**src/rtl/draw_without_replacement_macros.svh**
```systemverilog
// Assertion macros shared by the draw_without_replacement RTL.
`ifndef DRAW_WITHOUT_REPLACEMENT_MACROS_SVH
`define DRAW_WITHOUT_REPLACEMENT_MACROS_SVH

`ifndef NO_ASSERTIONS

`define DWR_ASSERT_NOW(label, ante, cons) \
    label: assert property (@(posedge clk) disable iff (!rst_n) (ante) |-> (cons)) \
        else $error("assertion failed");

`define DWR_ASSERT_NEXT(label, ante, cons) \
    label: assert property (@(posedge clk) disable iff (!rst_n) (ante) |=> (cons)) \
        else $error("assertion failed");

`else

`define DWR_ASSERT_NOW(label, ante, cons)

`define DWR_ASSERT_NEXT(label, ante, cons)

`endif

`endif

```
**src/rtl/dwr_pkg.sv**
```systemverilog
// Package with sizes and codes of the draw_without_replacement block.
package dwr_pkg;

    localparam int POOL_SIZE = 256;
    localparam int POOL_AW   = $clog2(POOL_SIZE);
    localparam int CNT_W     = POOL_AW + 1;
    localparam int CFG_W     = 9;
    localparam int VAL_W     = 8;
    localparam int FRAC_W    = 16;
    localparam int PROD_W    = CNT_W + FRAC_W;
    localparam int STEP_W    = $clog2(CNT_W);
    localparam int CFG_RESET = 256;

    typedef enum logic
    {
        OP_DRAW    = 1'b0,
        OP_RESTART = 1'b1
    } opcode_t;

endpackage

```
**src/rtl/draw_without_replacement.sv**
```systemverilog
// Draw without replacement: incremental shuffle over a pool of numbers.
// A draw runs from acceptance to the result word in steps: 9 shift-add steps of the
// shared adder form the position, then two pool reads, one write and the output load.
// A restart, and a draw with nothing remaining, go straight to the output load; it waits
// while a result is held unaccepted; the next word is taken in the cycle after it loads.
// rst_n clears all control state at once; per-entry valid bits make every pool entry read
// as its own index after reset or restart, and active_size resets to 256.
`include "draw_without_replacement_macros.svh"

module draw_without_replacement
    import dwr_pkg::*;
(
    input  logic              clk,
    input  logic              rst_n,
    input  logic              cfg_we,
    input  logic [CFG_W-1:0]  cfg_wdata,   // active_size
    input  logic              s_tvalid,
    output logic              s_tready,
    input  logic [FRAC_W-1:0] s_tdata,     // random_fraction
    input  logic              s_tuser,     // opcode
    output logic              m_tvalid,
    input  logic              m_tready,
    output logic [VAL_W-1:0]  m_tdata,     // drawn_value
    output logic              m_tuser      // exhausted
);

    typedef enum logic [2:0]
    {
        ST_IDLE,
        ST_MUL,
        ST_RD_POS,
        ST_RD_LAST,
        ST_WRITE,
        ST_DONE
    } state_t;

    state_t                 state_reg;
    logic [CFG_W-1:0]       active_size_reg;
    logic [CNT_W-1:0]       remaining_reg;
    logic [PROD_W-1:0]      prod_reg;
    logic [PROD_W-1:0]      prod_next;
    logic [FRAC_W-1:0]      frac_reg;
    logic [STEP_W-1:0]      step_reg;
    logic [POOL_SIZE-1:0]   valid_reg;
    logic [VAL_W-1:0]       res_value_reg;
    logic                   res_exh_reg;
    logic                   m_tvalid_reg;
    logic [VAL_W-1:0]       m_tdata_reg;
    logic                   m_tuser_reg;

    logic [VAL_W-1:0]       pool_mem [POOL_SIZE];
    logic [VAL_W-1:0]       rd_data_reg;
    logic                   rd_valid_reg;
    logic [POOL_AW-1:0]     rd_addr_reg;
    logic [POOL_AW-1:0]     rd_addr;
    logic [VAL_W-1:0]       rd_word;
    logic [POOL_AW-1:0]     pos;
    logic [POOL_AW-1:0]     last;
    logic [FRAC_W:0]        sum;
    logic [CNT_W-1:0]       eff_size;
    logic                   pool_we;

    assign s_tready = (state_reg == ST_IDLE);
    assign m_tvalid = m_tvalid_reg;
    assign m_tdata  = m_tdata_reg;
    assign m_tuser  = m_tuser_reg;

    assign eff_size = (int'(active_size_reg) > POOL_SIZE) ? CNT_W'(POOL_SIZE)
                                                           : CNT_W'(active_size_reg);

    assign sum = {1'b0, prod_reg[PROD_W-1:CNT_W]}
               + (prod_reg[0] ? {1'b0, frac_reg} : {(FRAC_W + 1){1'b0}});
    assign prod_next = {sum, prod_reg[CNT_W-1:1]};

    assign pos     = prod_reg[FRAC_W +: POOL_AW];
    assign last    = POOL_AW'(remaining_reg - CNT_W'(1));
    assign rd_addr = (state_reg == ST_RD_POS) ? pos : last;
    assign rd_word = rd_valid_reg ? rd_data_reg : VAL_W'(rd_addr_reg);
    assign pool_we = (state_reg == ST_WRITE);

    always_ff @(posedge clk)
    begin
        if (pool_we)
        begin
            pool_mem[pos] <= rd_word;
        end
        rd_data_reg  <= pool_mem[rd_addr];
        rd_valid_reg <= valid_reg[rd_addr];
        rd_addr_reg  <= rd_addr;
    end

    always_ff @(posedge clk or negedge rst_n)
    begin
        if (!rst_n)
        begin
            state_reg       <= ST_IDLE;
            active_size_reg <= CFG_W'(CFG_RESET);
            remaining_reg   <= (CFG_RESET > POOL_SIZE) ? CNT_W'(POOL_SIZE)
                                                       : CNT_W'(CFG_RESET);
            valid_reg       <= '0;
            step_reg        <= '0;
            prod_reg        <= '0;
            frac_reg        <= '0;
            res_value_reg   <= '0;
            res_exh_reg     <= 1'b0;
            m_tvalid_reg    <= 1'b0;
            m_tdata_reg     <= '0;
            m_tuser_reg     <= 1'b0;
        end
        else
        begin
            if (cfg_we)
            begin
                active_size_reg <= cfg_wdata;
            end
            if (m_tvalid_reg && m_tready && (state_reg != ST_DONE))
            begin
                m_tvalid_reg <= 1'b0;
            end
            unique case (state_reg)
                ST_IDLE:
                begin
                    if (s_tvalid)
                    begin
                        if (opcode_t'(s_tuser) == OP_RESTART)
                        begin
                            valid_reg     <= '0;
                            remaining_reg <= eff_size;
                            res_value_reg <= '0;
                            res_exh_reg   <= 1'b0;
                            state_reg     <= ST_DONE;
                        end
                        else if (remaining_reg == '0)
                        begin
                            res_value_reg <= '0;
                            res_exh_reg   <= 1'b1;
                            state_reg     <= ST_DONE;
                        end
                        else
                        begin
                            prod_reg  <= {{FRAC_W{1'b0}}, remaining_reg};
                            frac_reg  <= s_tdata;
                            step_reg  <= '0;
                            state_reg <= ST_MUL;
                        end
                    end
                end
                ST_MUL:
                begin
                    prod_reg <= prod_next;
                    step_reg <= step_reg + STEP_W'(1);
                    if (step_reg == STEP_W'(CNT_W - 1))
                    begin
                        state_reg <= ST_RD_POS;
                    end
                end
                ST_RD_POS:
                begin
                    state_reg <= ST_RD_LAST;
                end
                ST_RD_LAST:
                begin
                    res_value_reg <= rd_word;
                    state_reg     <= ST_WRITE;
                end
                ST_WRITE:
                begin
                    valid_reg[pos] <= 1'b1;
                    remaining_reg  <= remaining_reg - CNT_W'(1);
                    res_exh_reg    <= 1'b0;
                    state_reg      <= ST_DONE;
                end
                ST_DONE:
                begin
                    if (!m_tvalid_reg || m_tready)
                    begin
                        m_tvalid_reg <= 1'b1;
                        m_tdata_reg  <= res_value_reg;
                        m_tuser_reg  <= res_exh_reg;
                        state_reg    <= ST_IDLE;
                    end
                end
                default:
                begin
                    state_reg <= ST_IDLE;
                end
            endcase
        end
    end

    `DWR_ASSERT_NOW(a_remaining_bound, 1'b1, int'(remaining_reg) <= POOL_SIZE)
    `DWR_ASSERT_NOW(a_pos_below_remaining, state_reg == ST_RD_POS, CNT_W'(pos) < remaining_reg)
    `DWR_ASSERT_NOW(a_exhausted_zero, m_tvalid && m_tuser, m_tdata == '0)
    `DWR_ASSERT_NEXT(a_remaining_held, state_reg == ST_MUL, $stable(remaining_reg))
    `DWR_ASSERT_NEXT(a_write_consumes, state_reg == ST_WRITE,
                     remaining_reg == $past(remaining_reg) - CNT_W'(1))

endmodule

```
**config.mk**
```make
export PLATFORM = sky130hd
export DESIGN_NAME = draw_without_replacement
export DESIGN_NICKNAME = d
export VERILOG_FILES = /design/src/rtl/dwr_pkg.sv /design/src/rtl/draw_without_replacement.sv
export VERILOG_INCLUDE_DIRS = /design/src /design/src/rtl
export SDC_FILE = /design/constraint.sdc
export NUM_CORES = 2
export LEC_CHECK = 0
export ABC_AREA = 1
export BUFFER_PORTS_ARGS = -buffer_cell sky130_fd_sc_hd__buf_4
export CAP_MARGIN = 0
export CORE_ASPECT_RATIO = 1.1
export CORE_MARGIN = 3
export CORE_UTILIZATION = 45
export CTS_BUF_LIST = sky130_fd_sc_hd__clkbuf_4 sky130_fd_sc_hd__clkbuf_8 sky130_fd_sc_hd__clkbuf_16
export CTS_CLUSTER_SIZE = 40
export DETAILED_ROUTE_END_ITERATION = 8
export HOLD_SLACK_MARGIN = 0.15
export PLACE_DENSITY = 0.62
export SETUP_SLACK_MARGIN = 0.15
export SYNTH_ARGS = -nofsm -noshare
export SYNTH_HDL_FRONTEND = slang
export SYNTH_SLANG_ARGS = --single-unit
```
**constraint.sdc**
```tcl
create_clock -name clk -period 4.1 [get_ports clk]
set_clock_uncertainty 0.15 [all_clocks]
set_input_delay 0.41 -clock clk [delete_from_list [all_inputs] [get_ports clk]]
set_output_delay 0.41 -clock clk [all_outputs]
set_load 0.005 [all_outputs]
```
==> impl_metrics.ini <==
[outcome]
status = finished clean

[logic_synthesis]
yosys.area.top_type_share_pct = 57.2
synth-simple-area-share_pct = 20.7
synth_cell_type_count = 42
yosysMostFrequentCell = nand2_1
synth_fa_ha_area_share_pct = 0.240
synth_area_sq_um = 107000
ys_ff_latch = 2406
synthTopCellsByCount = 2775 x nand2_1, 2048 x edfxtp_1, 2020 x nand3_1
synthMuxAreaShare_pct = 0.105
synth_ff_type = edfxtp_1
synthCells = 10888
synth_area_leaders = edfxtp_1 57%, nand2_1 9.7%, nand3_1 9.4%, dfrtp_1 7.9%, inv_1 6.4%
synth_nets = 10939
synth-seq-area-share_pct = 65.5
synth_top_family_by_area = simple AND/OR/NAND/NOR gates
synthArstFlopShare_pct = 14.2
syn_avg_cell_area_sq_um = 9.87
synth_edf_count = 2048
synth_top_area_cell = edfxtp_1
synth_compound_area_share_pct = 4.13
yosys.area_share.xor_xnor_pct = 0.0815
synth_warnings = 0

[routing]
drc_errors = 0
vias_per_cell = 5.52
drt_iter0_drc = 9620
vias = 79109
detail-route-antenna-nets = 0
wire_per_inst_um = 22.4
first_pass_iters = 8
routed_wl_um = 321000

[sta]
hold_slack_ns = 0.221
max_slew_margin_pct = 11.9
tightest_slew_ns = 1.31
hold_viol_final = 0
setup_slack_ns = 0.328
fin_tns_setup_ns = 0
period_minus_slack_ns = 3.77
drv_slew = 0
fin_crit_sh_pct = 92.0
rsz0062_at_grt = no
fmax_mhz = 265
setup_viol = 0

[clocking]
cts_root_buf = clkbuf_16
tritoncts = done
cts_buffers = 233
numClockSinks = 2406
path_clk_slew_ns = 0.06
cts.htree.levels = 4
clk_latency_ns = 0.89
cts_buffer_depth = 3

[placement]
placed_area_sq_um = 113000
place_ws_ns = 0.353
hpwl_um = 186000
placed_cells = 13816
gp_congestion = 0.871
port_buffers = 41

[cells_and_area]
drive_gt1_share_pct = 8.42
design_area_sq_um = 122000
final_nets = 11075
largest_reg_flops = 2048
final_cells = 14343
area_growth_pct = 13.6

[pwr]
p_per_area_nw_per_um2 = 906
p_leak_nw = 51.0
clock_power_share_pct = 19.6
internal_power_mw = 59.8
p_sw_share_pct = 45.9
p_seq_share_pct = 30.6
irDropWorstVdd_uv = 1220
combPwrFrac_pct = 49.8
netSwitchingPower_mw = 50.8

[min_path]
hold_class = in -> reg

[worst_setup_path]
crit_path_start_kind = register
crit_path_top_delay_cell = buf_4
critPathMaxStageDelay_ns = 0.53
crit_family = simple AND/OR/NAND/NOR gates
endpoint_kind = register
crit_chain = inv_1 > ha_1 > nand2_1 > xor2_1 > inv_1 > nand2_1 > o21ai_4 > clkinv_2 > buf_4 > nand3_1 > nand3_1 > nand3_1 > nand3_1 > nand2_1
critPathBufInv = 4
criticalPathCategory = reg -> reg
crit_required_ns = 4.71
critPathMaxFanout = 34
cp.arrival_ns = 4.39
cp_common_cell = nand3_1

[global_route]
grt_pass1_vias = 76036
antenna_found_initial = 6
groute.usage.overall_pct = 25.8
overflow = 0
grt_pass1_wl_um = 481000
grt_max_degree = 212

[die]
die_w_um = 472
die_y_um = 519
start_util_pct = 45.4
row_count = 187
ios = 42
dieArea_sq_um = 245000
core_sq_um = 237000

[run]
cap_violations = 0
-- what timing repair did --
item,CTS,global route
hold endpoints to repair,396,0
gates resized for setup,0,0
setup buffers,0,0
hold buffers,90,0
-- worst min-delay path, delay by kind of cell --
family / cells / cell delay (ns)
and+or+nand+nor: 2 / 0.15
buffers and inverters: 3 / 0.66
-- layout make-up --
| cell class | count | area [sq um] |
|---|---|---|
| Antenna cell | 3 | 7.51 |
| Multi-Input combinational cell | 5953 | 27400 |
| Timing Repair Buffer | 574 | 5660 |
| Clock inverter | 124 | 1200 |
| Tap cell | 3118 | 3900 |
| Clock buffer | 309 | 6540 |
| Sequential cell | 2406 | 70400 |
| Inverter | 1856 | 6990 |
| Fill cell | 20796 | 115000 |
-- final timing paths --
path / cells past startpoint / slack (ns) / to / startpoint
worst max-delay path: 14 / 0.33 / rd_data_reg[2]$_DFF_P_ / remaining_reg[0]$_DFFE_PN0P_
worst min-delay path: 5 / 0.22 / m_tvalid$_DFF_PN0_ / m_tready
worst max register to register: 14 / 0.33 / rd_data_reg[2]$_DFF_P_ / remaining_reg[0]$_DFFE_PN0P_
worst min register to register: 2 / 0.34 / frac_reg[4]$_DFFE_PN0P_ / frac_reg[4]$_DFFE_PN0P_
max in group asynchronous: 4 / 2.65 / valid_reg[38]$_DFFE_PN0P_ / rst_n
min in group asynchronous: 4 / 0.61 / frac_reg[1]$_DFFE_PN0P_ / rst_n
-- per-stage QoR --
stage / utilization [%] / power [mW]
finish: 51.6 / 111
global route: 51.6 / 116
CTS: 51.5 / 110
detailed placement: 47.9 / 88.5
global placement: 47.9 / 88.0
floorplan: - / 66.2
-- cells by family after synthesis --
family,after synthesis
DFF,2406
muxes,10
and+or+nand+nor,5137
buffers and inverters,2529
xor gates and xnor gates,10
AOI/OAI and AO/OA,776
adders and majority gates,20
-- placed cells by master, fill, tap and decap left out, types with 7 or more instances in the layout --
master         instances
clkinvlp_4             7
dfrtp_1              339
clkinv_2              43
nor2_1                50
inv_1               1830
mux2_8                 8
ha_1                  19
buf_12                88
nand2_1             2774
dfxtp_1               17
nor2_2                18
o211ai_1              56
o221ai_1               7
a31oi_1               19
nor3_1               256
o22ai_1              251
o21ai_0              140
edfxtp_1            2048
clkbuf_16            237
dlygate4sd3_1         89
buf_4                393
xor2_1                10
a21oi_1              275
bufinv_16             19
clkbuf_4              62
nand3_1             2020
clkinv_1              51
inv_2                 15
clkbuf_8              11
-- per-layer routing --
layer / share of wire [%] / up-vias / GRT usage [%]
met1: 40 / 38337 / 34.8
met3: 8.7 / 669 / 4.19
met5: 0.016 / - / 0
met2: 47 / 3747 / 41.3
li1: - / 36348 / -
met4: 4.5 / 8 / 11.0
-- power by group through the flow --
stage               Clock (mW)  Sequential [mW]  Combinational [mW]
global route              23.0             33.9                59.0
CTS                       22.0             33.7                54.5
finish                    21.7             33.8                55.1
detailed placement           0             34.2                54.2
global placement             0             34.2                53.9
floorplan                    0             34.5                31.7
Note: power is estimated with default switching activity, not from simulation.
